<file path="src/hw/rtl/assert_macros.svh">
// Assertion macros shared by the trimmer RTL.
`ifndef ASSERT_MACROS_SVH
`define ASSERT_MACROS_SVH

`ifndef SYNTHESIS

// Checks a condition at every clock edge outside reset.
`define ASSERT_ALWAYS(label, clk, rst_n, cond, msg) \
    label: assert property (@(posedge clk) disable iff (!rst_n) (cond)) else $error(msg);

// Checks that a condition implies another one in the same cycle.
`define ASSERT_IMPLIES(label, clk, rst_n, ante, cons, msg) \
    label: assert property (@(posedge clk) disable iff (!rst_n) (ante) |-> (cons)) \
        else $error(msg);

`else

`define ASSERT_ALWAYS(label, clk, rst_n, cond, msg)
`define ASSERT_IMPLIES(label, clk, rst_n, ante, cons, msg)

`endif

`endif

</file>
<file path="src/hw/rtl/rqt_pkg.sv">
// Types, constants and helper functions of the read adapter and quality trimmer.
package rqt_pkg;

    localparam int ADAPTER_MAX = 64;
    localparam int READ_MAX    = 65536;

    localparam int AIDX_W = $clog2(ADAPTER_MAX);
    localparam int OVL_W  = $clog2(ADAPTER_MAX + 1);
    localparam int LEN_W  = $clog2(READ_MAX + 1);

    // Mismatch counters saturate one above the largest allowed mismatch count.
    localparam int MM_W = 5;
    localparam logic [MM_W-1:0] MISMATCH_CAP = 5'd16;

    localparam logic [7:0] QUAL_MIN      = 8'd33;
    localparam logic [7:0] QUAL_MAX      = 8'd126;
    localparam logic [7:0] CHAR_LOWER_A  = 8'h61;
    localparam logic [7:0] CHAR_LOWER_Z  = 8'h7a;
    localparam logic [7:0] CASE_DIFF     = 8'h20;

    localparam logic ACT_ADAPTER_WRITE = 1'b0;
    localparam logic ACT_BASE          = 1'b1;

    localparam logic [1:0] QCLASS_LOW  = 2'd0;
    localparam logic [1:0] QCLASS_GOOD = 2'd1;
    localparam logic [1:0] QCLASS_BAD  = 2'd2;

    localparam logic [1:0] STATUS_OK          = 2'd0;
    localparam logic [1:0] STATUS_BAD_QUALITY = 2'd1;
    localparam logic [1:0] STATUS_TOO_LONG    = 2'd2;

    localparam int ADDR_W    = 5;
    localparam int REG_IDX_W = 3;
    localparam logic [REG_IDX_W-1:0] REG_ADAPTER_LENGTH    = 3'd0;
    localparam logic [REG_IDX_W-1:0] REG_MIN_OVERLAP       = 3'd1;
    localparam logic [REG_IDX_W-1:0] REG_MAX_MISMATCHES    = 3'd2;
    localparam logic [REG_IDX_W-1:0] REG_QUALITY_THRESHOLD = 3'd3;
    localparam logic [REG_IDX_W-1:0] REG_MIN_LENGTH        = 3'd4;

    typedef struct packed {
        logic       action;
        logic [5:0] adapter_index;
        logic [7:0] base_byte;
        logic [7:0] quality_byte;
        logic       last_base;
    } item_t;

    typedef struct packed {
        logic [16:0] trimmed_length;
        logic [6:0]  adapter_cut;
        logic [16:0] quality_cut;
        logic        keep;
        logic [1:0]  status;
    } result_t;

    typedef struct packed {
        logic [6:0]  adapter_length;
        logic [6:0]  min_overlap;
        logic [3:0]  max_mismatches;
        logic [5:0]  qual_threshold;
        logic [16:0] min_length;
    } cfg_t;

    // Snapshot of one read taken at its last base.
    typedef struct packed {
        logic                   too_long;
        logic [LEN_W-1:0]       len;
        logic [ADAPTER_MAX-1:0] hit;
        logic [ADAPTER_MAX-1:0] nz;
        logic [ADAPTER_MAX-1:0] bad;
        logic [LEN_W-1:0]       dec_pos;
        logic [1:0]             dec_kind;
    } job_t;

    function automatic logic [7:0] to_upper(input logic [7:0] c);
        logic [7:0] r;
        r = c;
        if (c >= CHAR_LOWER_A && c <= CHAR_LOWER_Z)
        begin
            r = c - CASE_DIFF;
        end
        return r;
    endfunction

endpackage

</file>
<file path="src/hw/rtl/rqt_cfg_regs.sv">
// APB configuration registers of the trimmer.
module rqt_cfg_regs (
    input  logic                      clk,
    input  logic                      rst_n,
    input  logic                      psel,
    input  logic                      penable,
    input  logic                      pwrite,
    input  logic [rqt_pkg::ADDR_W-1:0] paddr,
    input  logic [31:0]               pwdata,
    output logic [31:0]               prdata,
    output logic                      pready,
    output rqt_pkg::cfg_t             cfg
);

    rqt_pkg::cfg_t                    cfg_reg;
    logic [rqt_pkg::REG_IDX_W-1:0]    reg_idx;
    logic                             wr_en;

    assign reg_idx = paddr[rqt_pkg::ADDR_W-1:2];
    assign wr_en   = psel && penable && pwrite;
    assign pready  = 1'b1;
    assign cfg     = cfg_reg;

    always_ff @(posedge clk or negedge rst_n)
    begin
        if (!rst_n)
        begin
            cfg_reg.adapter_length <= 7'd0;
            cfg_reg.min_overlap    <= 7'd3;
            cfg_reg.max_mismatches <= 4'd0;
            cfg_reg.qual_threshold <= 6'd0;
            cfg_reg.min_length     <= 17'd1;
        end
        else if (wr_en)
        begin
            case (reg_idx)
                rqt_pkg::REG_ADAPTER_LENGTH:    cfg_reg.adapter_length <= pwdata[6:0];
                rqt_pkg::REG_MIN_OVERLAP:       cfg_reg.min_overlap    <= pwdata[6:0];
                rqt_pkg::REG_MAX_MISMATCHES:    cfg_reg.max_mismatches <= pwdata[3:0];
                rqt_pkg::REG_QUALITY_THRESHOLD: cfg_reg.qual_threshold <= pwdata[5:0];
                rqt_pkg::REG_MIN_LENGTH:        cfg_reg.min_length     <= pwdata[16:0];
                default: ;
            endcase
        end
    end

    always_comb
    begin
        case (reg_idx)
            rqt_pkg::REG_ADAPTER_LENGTH:    prdata = {25'd0, cfg_reg.adapter_length};
            rqt_pkg::REG_MIN_OVERLAP:       prdata = {25'd0, cfg_reg.min_overlap};
            rqt_pkg::REG_MAX_MISMATCHES:    prdata = {28'd0, cfg_reg.max_mismatches};
            rqt_pkg::REG_QUALITY_THRESHOLD: prdata = {26'd0, cfg_reg.qual_threshold};
            rqt_pkg::REG_MIN_LENGTH:        prdata = {15'd0, cfg_reg.min_length};
            default:                        prdata = 32'd0;
        endcase
    end

endmodule

</file>
<file path="src/hw/rtl/rqt_scan.sv">
// Per-base stage: adapter store, mismatch counters, quality window and read snapshot.
module rqt_scan (
    input  logic            clk,
    input  logic            rst_n,
    input  logic            item_valid,
    output logic            item_stall,
    input  rqt_pkg::item_t  item,
    input  rqt_pkg::cfg_t   cfg,
    output logic            job_valid,
    output rqt_pkg::job_t   job,
    input  logic            job_stall
);

    localparam int AM    = rqt_pkg::ADAPTER_MAX;
    localparam int LEN_W = rqt_pkg::LEN_W;
    localparam int OVL_W = rqt_pkg::OVL_W;
    localparam int MM_W  = rqt_pkg::MM_W;

    logic                  in_valid_reg;
    rqt_pkg::item_t        in_reg;

    logic [7:0]            adapter_reg [AM];
    logic [MM_W-1:0]       mism_reg    [AM];
    logic [MM_W-1:0]       mism_next   [AM];
    logic [1:0]            qcls_reg    [AM];
    logic [1:0]            qcls_next   [AM];
    logic [AM-1:0]         mis;

    logic [LEN_W-1:0]      pos_reg, pos_next;
    logic [LEN_W-1:0]      dec_pos_reg, dec_pos_next;
    logic [1:0]            dec_kind_reg, dec_kind_next;
    logic                  too_long_reg, too_long_next;

    logic                  is_base, in_move, accept, too_long_now, take, shift_en;
    logic [7:0]            upper_base;
    logic [1:0]            cls;
    logic [LEN_W-1:0]      len_next;
    logic [LEN_W-1:0]      dec_pos_upd;
    logic [1:0]            dec_kind_upd;
    logic [OVL_W-1:0]      alen_eff, lo_eff;

    assign is_base    = in_reg.action == rqt_pkg::ACT_BASE;
    assign job_valid  = in_valid_reg && is_base && in_reg.last_base;
    assign in_move    = in_valid_reg && !(job_valid && job_stall);
    assign item_stall = in_valid_reg && !in_move;
    assign accept     = item_valid && !item_stall;

    always_ff @(posedge clk or negedge rst_n)
    begin
        if (!rst_n)
        begin
            in_valid_reg <= 1'b0;
        end
        else if (accept)
        begin
            in_valid_reg <= 1'b1;
        end
        else if (in_move)
        begin
            in_valid_reg <= 1'b0;
        end
    end

    always_ff @(posedge clk)
    begin
        if (accept)
        begin
            in_reg <= item;
        end
    end

    // The adapter store has no reset; entries used must first be written by the user.
    always_ff @(posedge clk)
    begin
        if (in_move && !is_base)
        begin
            adapter_reg[in_reg.adapter_index] <= in_reg.base_byte;
        end
    end

    assign upper_base   = rqt_pkg::to_upper(in_reg.base_byte);
    assign too_long_now = too_long_reg || (pos_reg >= LEN_W'(rqt_pkg::READ_MAX));
    assign take         = !too_long_now;
    assign shift_en     = in_move && is_base && take;
    assign len_next     = take ? pos_reg + LEN_W'(1) : pos_reg;
    assign alen_eff     = (cfg.adapter_length > OVL_W'(AM)) ? OVL_W'(AM) : cfg.adapter_length;
    assign lo_eff       = (cfg.min_overlap == '0) ? OVL_W'(1) : cfg.min_overlap;

    always_comb
    begin
        if (in_reg.quality_byte < rqt_pkg::QUAL_MIN || in_reg.quality_byte > rqt_pkg::QUAL_MAX)
        begin
            cls = rqt_pkg::QCLASS_BAD;
        end
        else if ((in_reg.quality_byte - rqt_pkg::QUAL_MIN) < {2'b00, cfg.qual_threshold})
        begin
            cls = rqt_pkg::QCLASS_LOW;
        end
        else
        begin
            cls = rqt_pkg::QCLASS_GOOD;
        end
    end

    // Counter k holds the mismatch count of the start k bases back from the newest base.
    always_comb
    begin
        for (int k = 0; k < AM; k++)
        begin
            mis[k] = upper_base != rqt_pkg::to_upper(adapter_reg[k]);
        end
        mism_next[0] = MM_W'(mis[0]);
        qcls_next[0] = cls;
        for (int k = 1; k < AM; k++)
        begin
            if (mism_reg[k-1] == rqt_pkg::MISMATCH_CAP)
            begin
                mism_next[k] = mism_reg[k-1];
            end
            else
            begin
                mism_next[k] = mism_reg[k-1] + MM_W'(mis[k]);
            end
            qcls_next[k] = qcls_reg[k-1];
        end
    end

    always_ff @(posedge clk or negedge rst_n)
    begin
        if (!rst_n)
        begin
            for (int k = 0; k < AM; k++)
            begin
                mism_reg[k] <= '0;
                qcls_reg[k] <= rqt_pkg::QCLASS_LOW;
            end
        end
        else if (shift_en)
        begin
            for (int k = 0; k < AM; k++)
            begin
                mism_reg[k] <= mism_next[k];
                qcls_reg[k] <= qcls_next[k];
            end
        end
    end

    // The oldest window entry leaves when a base arrives; a good or bad one becomes
    // the decider for scans that run past the window.
    always_comb
    begin
        dec_pos_upd  = dec_pos_reg;
        dec_kind_upd = dec_kind_reg;
        if (take && pos_reg >= LEN_W'(AM) && qcls_reg[AM-1] != rqt_pkg::QCLASS_LOW)
        begin
            dec_pos_upd  = pos_reg - LEN_W'(AM - 1);
            dec_kind_upd = qcls_reg[AM-1];
        end

        pos_next      = pos_reg;
        dec_pos_next  = dec_pos_reg;
        dec_kind_next = dec_kind_reg;
        too_long_next = too_long_reg;
        if (in_move && is_base)
        begin
            if (in_reg.last_base)
            begin
                pos_next      = '0;
                dec_pos_next  = '0;
                dec_kind_next = rqt_pkg::QCLASS_LOW;
                too_long_next = 1'b0;
            end
            else
            begin
                pos_next      = len_next;
                dec_pos_next  = dec_pos_upd;
                dec_kind_next = dec_kind_upd;
                too_long_next = too_long_now;
            end
        end
    end

    always_ff @(posedge clk or negedge rst_n)
    begin
        if (!rst_n)
        begin
            pos_reg      <= '0;
            dec_pos_reg  <= '0;
            dec_kind_reg <= rqt_pkg::QCLASS_LOW;
            too_long_reg <= 1'b0;
        end
        else
        begin
            pos_reg      <= pos_next;
            dec_pos_reg  <= dec_pos_next;
            dec_kind_reg <= dec_kind_next;
            too_long_reg <= too_long_next;
        end
    end

    // Snapshot of the read as it stands after its last base; entry k is overlap k + 1.
    always_comb
    begin
        job.too_long = too_long_now;
        job.len      = len_next;
        job.dec_pos  = dec_pos_upd;
        job.dec_kind = dec_kind_upd;
        for (int k = 0; k < AM; k++)
        begin
            job.hit[k] = (mism_next[k] <= MM_W'(cfg.max_mismatches))
                         && (OVL_W'(k + 1) >= lo_eff)
                         && (OVL_W'(k + 1) <= alen_eff)
                         && (LEN_W'(k + 1) <= len_next);
            job.nz[k]  = (qcls_next[k] != rqt_pkg::QCLASS_LOW) && (LEN_W'(k) < len_next);
            job.bad[k] = qcls_next[k] == rqt_pkg::QCLASS_BAD;
        end
    end

endmodule

</file>
<file path="src/hw/rtl/rqt_finish.sv">
// End-of-read stages: adapter hit selection, trailing quality scan and result register.
module rqt_finish (
    input  logic             clk,
    input  logic             rst_n,
    input  logic             job_valid,
    output logic             job_stall,
    input  rqt_pkg::job_t    job,
    input  rqt_pkg::cfg_t    cfg,
    output logic             result_valid,
    input  logic             result_stall,
    output rqt_pkg::result_t result
);

    localparam int AM     = rqt_pkg::ADAPTER_MAX;
    localparam int LEN_W  = rqt_pkg::LEN_W;
    localparam int OVL_W  = rqt_pkg::OVL_W;
    localparam int AIDX_W = rqt_pkg::AIDX_W;

    typedef struct packed {
        logic             too_long;
        logic [LEN_W-1:0] len;
        logic [OVL_W-1:0] o;
        logic [LEN_W-1:0] cut_pos;
        logic [AM-1:0]    nz;
        logic [AM-1:0]    bad;
        logic [LEN_W-1:0] dec_pos;
        logic [1:0]       dec_kind;
    } stage_t;

    logic              j_valid_reg, a_valid_reg, r_valid_reg;
    rqt_pkg::job_t     j_reg;
    stage_t            a_reg, a_next;
    rqt_pkg::result_t  r_reg, r_next;
    logic              j_move, a_move, r_free;

    logic [OVL_W-1:0]  o_sel;
    logic              found, found_bad, bad;
    logic [AIDX_W-1:0] k_sel;
    logic [LEN_W-1:0]  e;

    assign r_free    = !r_valid_reg || !result_stall;
    assign a_move    = a_valid_reg && r_free;
    assign j_move    = j_valid_reg && (!a_valid_reg || a_move);
    assign job_stall = j_valid_reg && !j_move;

    assign result_valid = r_valid_reg;
    assign result       = r_reg;

    always_ff @(posedge clk or negedge rst_n)
    begin
        if (!rst_n)
        begin
            j_valid_reg <= 1'b0;
            a_valid_reg <= 1'b0;
            r_valid_reg <= 1'b0;
        end
        else
        begin
            if (job_valid && !job_stall)
            begin
                j_valid_reg <= 1'b1;
            end
            else if (j_move)
            begin
                j_valid_reg <= 1'b0;
            end

            if (j_move)
            begin
                a_valid_reg <= 1'b1;
            end
            else if (a_move)
            begin
                a_valid_reg <= 1'b0;
            end

            if (a_move)
            begin
                r_valid_reg <= 1'b1;
            end
            else if (r_valid_reg && !result_stall)
            begin
                r_valid_reg <= 1'b0;
            end
        end
    end

    always_ff @(posedge clk)
    begin
        if (job_valid && !job_stall)
        begin
            j_reg <= job;
        end
        if (j_move)
        begin
            a_reg <= a_next;
        end
        if (a_move)
        begin
            r_reg <= r_next;
        end
    end

    // The largest overlap that qualifies is the earliest adapter start.
    always_comb
    begin
        o_sel = '0;
        for (int k = 0; k < AM; k++)
        begin
            if (j_reg.hit[k])
            begin
                o_sel = OVL_W'(k + 1);
            end
        end
        a_next.too_long = j_reg.too_long;
        a_next.len      = j_reg.len;
        a_next.o        = o_sel;
        a_next.cut_pos  = j_reg.len - LEN_W'(o_sel);
        a_next.nz       = j_reg.nz;
        a_next.bad      = j_reg.bad;
        a_next.dec_pos  = j_reg.dec_pos;
        a_next.dec_kind = j_reg.dec_kind;
    end

    // Window entry k is base len - 1 - k; the scan starts just below the adapter cut.
    always_comb
    begin
        found     = 1'b0;
        found_bad = 1'b0;
        k_sel     = '0;
        for (int k = AM - 1; k >= 0; k--)
        begin
            if (a_reg.nz[k] && OVL_W'(k) >= a_reg.o)
            begin
                found     = 1'b1;
                found_bad = a_reg.bad[k];
                k_sel     = AIDX_W'(k);
            end
        end

        bad = 1'b0;
        e   = '0;
        if (found)
        begin
            bad = found_bad;
            e   = a_reg.len - LEN_W'(k_sel);
        end
        else if (a_reg.len > LEN_W'(AM) && a_reg.dec_pos != '0)
        begin
            if (a_reg.dec_kind == rqt_pkg::QCLASS_GOOD)
            begin
                e = a_reg.dec_pos;
            end
            else
            begin
                bad = 1'b1;
            end
        end

        r_next.trimmed_length = e;
        r_next.adapter_cut    = a_reg.o;
        r_next.quality_cut    = a_reg.cut_pos - e;
        r_next.keep           = e >= cfg.min_length;
        r_next.status         = rqt_pkg::STATUS_OK;
        if (a_reg.too_long || bad)
        begin
            r_next.trimmed_length = '0;
            r_next.adapter_cut    = '0;
            r_next.quality_cut    = '0;
            r_next.keep           = 1'b0;
            r_next.status         = a_reg.too_long ? rqt_pkg::STATUS_TOO_LONG
                                                   : rqt_pkg::STATUS_BAD_QUALITY;
        end
    end

endmodule

</file>
<file path="src/hw/rtl/read_adapter_quality_trimmer.sv">
// Top level of the read adapter and quality trimmer.
// The block takes one item per clock unless stalled: an adapter write or one read
// base with its quality byte. Every base within the maximum read length updates
// all 64 adapter mismatch counters and the 64-entry quality window in the same
// cycle, so unstalled bases stream at one per cycle with no gap between reads.
// The item flagged last is captured in the input register; its read then moves
// through the read snapshot, adapter hit selection and quality scan into the
// result register. The result register, the two end-of-read registers and the
// input register hold up to four finished reads while the result side stalls;
// the input side stalls only when a last base waits in the input register
// behind three full stages. No clearing pass runs after reset. The user writes
// configuration over the APB port only while no read is in flight; unenforced.
`include "assert_macros.svh"

module read_adapter_quality_trimmer (
    input  logic                       clk,
    input  logic                       rst_n,
    input  logic                       item_valid,
    output logic                       item_stall,
    input  rqt_pkg::item_t             item,
    output logic                       result_valid,
    input  logic                       result_stall,
    output rqt_pkg::result_t           result,
    input  logic                       psel,
    input  logic                       penable,
    input  logic                       pwrite,
    input  logic [rqt_pkg::ADDR_W-1:0] paddr,
    input  logic [31:0]                pwdata,
    output logic [31:0]                prdata,
    output logic                       pready
);

    rqt_pkg::cfg_t cfg;
    rqt_pkg::job_t job;
    logic          job_valid;
    logic          job_stall;
    logic          out_blocked;
    logic          res_failed;
    logic          res_empty;

    rqt_cfg_regs u_cfg (
        .clk     (clk),
        .rst_n   (rst_n),
        .psel    (psel),
        .penable (penable),
        .pwrite  (pwrite),
        .paddr   (paddr),
        .pwdata  (pwdata),
        .prdata  (prdata),
        .pready  (pready),
        .cfg     (cfg)
    );

    rqt_scan u_scan (
        .clk        (clk),
        .rst_n      (rst_n),
        .item_valid (item_valid),
        .item_stall (item_stall),
        .item       (item),
        .cfg        (cfg),
        .job_valid  (job_valid),
        .job        (job),
        .job_stall  (job_stall)
    );

    rqt_finish u_finish (
        .clk          (clk),
        .rst_n        (rst_n),
        .job_valid    (job_valid),
        .job_stall    (job_stall),
        .job          (job),
        .cfg          (cfg),
        .result_valid (result_valid),
        .result_stall (result_stall),
        .result       (result)
    );

    assign out_blocked = result_valid && result_stall;
    assign res_failed  = result_valid && result.status != rqt_pkg::STATUS_OK;
    assign res_empty   = result.trimmed_length == '0 && result.adapter_cut == '0
                         && result.quality_cut == '0 && !result.keep;

    // Input back-pressure can only come from a blocked result channel.
    `ASSERT_IMPLIES(a_stall_source, clk, rst_n, item_stall, out_blocked, "input stall, output free")

    // A failed read carries no lengths and is never kept.
    `ASSERT_IMPLIES(a_fail_zero, clk, rst_n, res_failed, res_empty, "failed read with nonzero fields")

    // A kept read meets the minimum length.
    `ASSERT_IMPLIES(a_keep_len, clk, rst_n, result_valid && result.keep, result.trimmed_length >= cfg.min_length, "kept read too short")

    // A pending snapshot stalls only while the output is blocked.
    `ASSERT_IMPLIES(a_job_stall, clk, rst_n, job_stall, out_blocked, "snapshot stall, output free")

endmodule
</file>
<file path="config.mk">
export PLATFORM = sky130hd
export DESIGN_NAME = read_adapter_quality_trimmer
export DESIGN_NICKNAME = d
export VERILOG_FILES = /design/src/hw/rtl/rqt_pkg.sv /design/src/hw/rtl/rqt_cfg_regs.sv /design/src/hw/rtl/rqt_scan.sv /design/src/hw/rtl/rqt_finish.sv /design/src/hw/rtl/read_adapter_quality_trimmer.sv
export VERILOG_INCLUDE_DIRS = /design/src /design/src/hw/rtl
export SDC_FILE = /design/constraint.sdc
export NUM_CORES = 2
export LEC_CHECK = 0
export ABC_AREA = 1
export BUFFER_PORTS_ARGS = -buffer_cell sky130_fd_sc_hd__buf_2
export CORE_MARGIN = 2
export CORE_UTILIZATION = 35
export DETAILED_ROUTE_END_ITERATION = 12
export PLACE_DENSITY = 0.54
export SKIP_CTS_REPAIR_TIMING = 1
export SLEW_MARGIN = 40
export SYNTH_ARGS = -nofsm -noshare
export SYNTH_HDL_FRONTEND = slang
export SYNTH_SLANG_ARGS = --single-unit
</file>
<file path="constraint.sdc">
create_clock -name clk -period 13.72 [get_ports clk]
set_input_delay 2.058 -clock clk [delete_from_list [all_inputs] [get_ports clk]]
set_output_delay 2.058 -clock clk [all_outputs]
set_load 0.02 [all_outputs]
</file>
==> impl_metrics.yaml <==
run_status:
  outcome: "complete, no violations"
worst_setup_path:
  cp_data_required_time_ns: 14.35
  worstRegToRegCells: 78
  worstSetupEndpointType: "flip-flop"
  rrSetupSlack_ns: 4.41
  cpMaxStageDelayCell: "edfxtp_1"
  crit_arrival_ns: 9.94
  r2r_end: "u_finish.result[18]"
  crit_path_start_kind: "flip-flop"
  slowest_delay_ns: 0.54
  reg2reg_from: "u_finish.a_reg[166]"
  criticalPathCategory: "reg2reg"
  crit_path_frequent_cell: "nand2_1"
  path_max_fanout: 9
  crit_start: "u_finish.a_reg[166]"
detailed_routing:
  drtPass1Iterations: 6
  initialDrtViolationCount: 4953
  routedWlPerCell_um: 19.2
  routed_wirelength_mm: 229
  vias_per_cell: 5.17
  detail-route-antenna-nets: 0
  drc_errors: 0
  routed-via-count: 61800
global_route:
  grt_pass1_vias: 61000
  track_usage: 0.191
  grt_overflow_total: 0
  grt_pass1_wl_mm: 352
  antenna_found_initial: 10
  grt_max_degree: 170
flow_run:
  cap_violations: 0
layout:
  drive_gt1_frac: 0.0601
  postLayoutCellArea_um2: 91000
  multi_input_area_um2: 32400
  nFillCells: 22400
  largest_reg_flops: 512
  seqCellArea_um2: 42900
  layout.nets: 9345
  area_growth_pct: 12.3
synthesis:
  synth_top_area_share: 0.370
  synth-main-ff-cell: "edfxtp_1"
  synth_top_area_cell: "edfxtp_1"
  yosysMostFrequentCell: "nand2_1"
  synth_edf_count: 998
  synth_seq_area_share: 0.529
  ys_top_cells_by_count: "nand2_1 (1,445), inv_1 (1,337), edfxtp_1 (998), o21ai_0 (858), nor2_1 (624)"
  synth_area_um2: 81100
  synth_area_leaders: "edfxtp_1 (37%), dfrtp_1 (16%), ha_1 (7.6%)"
  async_reset_ff_frac: 0.340
  synth_area_per_cell_um2: 9.39
  synth_cells: 8637
  synth_warnings: 0
  synth_cell_type_count: 59
  ys_ff_latch: 1513
timing:
  worstMarginPinSlew_ns: 0.881
  setup_viol: 0
  setup_tns_ns: 0
  fin_skew_ns: 0.0316
  hold_violations: 0
  fin_crit_sh: 0.678
  slew_viol_final: 0
  layout_min_cycle_time_ns: 9.31
  max_freq_mhz: 107
  rsz0062_at_grt: "no"
  slew_headroom: 0.397
floorplan:
  core_region_area_um2: 230000
  dieWidth_um: 485
  dieArea_um2: 235000
  io_pins: 147
  start_util: 0.352
  core.rowCount: 176
  fp.dieH_um: 485
min_path:
  hold_path.class: "reg2reg"
  hold_depth: 0
  worstHoldEndpoint: "u_finish.a_reg[27]"
  hold_start: "u_finish.a_next[27]"
placement:
  routabilityCongestion: 0.956
  place_area_um2: 85500
  portBuffers: 113
  dp_hpwl_mm: 161
clock_network:
  clock-root-buffer: "clkbuf_16"
  clkSinkCount: 1513
  clockBufferDepth: 3
  cts_tree: "yes"
  clkTransAtPathRegs_ns: 0.06
  cts_max_level: 4
  clk_latency_ns: 0.79
  cts_buffers: 164
power_and_ir_drop:
  cellPowerDensity_nw_per_um2: 156
  vdd_drop_max_mv: 0.122
  leakagePower_uw: 0.0394
  power.total_uw: 14200
final cells by class:
class,count,share of cell area
Inverter,1346,0.0558
Timing Repair Buffer,205,0.0164
Clock inverter,79,0.00927
Multi-Input combinational cell,5550,0.356
Sequential cell,1513,0.471
Clock buffer,221,0.0502
Tap cell,3026,0.0416
Antenna cell,8,0.000220
logic make-up (layout without fill, tap and decap cells):
logic type,Yosys count,count (layout),synth area share
AND/OR/NAND/NOR,2872,2872,0.149
AO/OA/AOI/OAI,1763,1763,0.127
buffers and inverters,1588,1851,0.0748
flip-flops,1513,1513,0.529
adder cells (fa/ha/maj),497,497,0.0770
XOR/XNOR,402,402,0.0434
other,2,24,0.0000926
power by group:
part,internal (uW),switching (uW)
logic,1380,2540
clock network,2600,1870
registers,5350,468
per-stage QoR:
stage	util	cells	hold WS [ns]	worst slack, ns
CTS	0.395	11900	0.409	4.39
detailed placement	0.372	11600	0.405	4.42
global placement	0.371	11600	0.401	4.16
global route	0.395	11900	0.424	3.41
finish	0.396	11900	0.416	4.41
floorplan	-	8651	0.400	1.18
cells in the final DEF (no fill, tap or decap), types with 112 or more instances in the layout:
master / count
edfxtp_1: 998
nor3_1: 222
nor2_1: 612
inv_1: 1330
xor2_1: 308
nand3_1: 355
dfrtp_1: 511
ha_1: 494
clkbuf_16: 171
nand2_1: 1443
buf_2: 112
a21oi_1: 389
o21ai_0: 846
worst max-delay path by stage:
| stage | end | slack [ns] |
|---|---|---|
| 2_1_floorplan | u_finish.a_next[0] | 1.18 |
| 3_3_place_gp | u_finish.result[18] | 4.16 |
| 3_5_place_dp | u_finish.result[18] | 4.42 |
| 4_1_cts | u_finish.result[18] | 4.39 |
| 5_1_grt | u_finish.result[18] | 3.41 |
| 6_report | u_finish.result[18] | 4.41 |
per-layer routing:
layer / up-vias / GRT usage / routed length [um]
met1: 29900 / 0.262 / 105000
met5: - / 0 / 0
met3: 402 / 0.0253 / 11300
li1: 29900 / - / -
met4: 0 / 0.0668 / 8000
met2: 1617 / 0.310 / 105000
worst max-delay path: cells and delay by family (launching register included):
family	cells	cell delay (ns)
compound gates	19	2.90
fa+ha+maj	3	0.99
xor+xnor	2	0.30
simple gates	50	4.07
flops	1	0.54
buf+inv	4	0.37
Power figures use the tool's default switching activity.
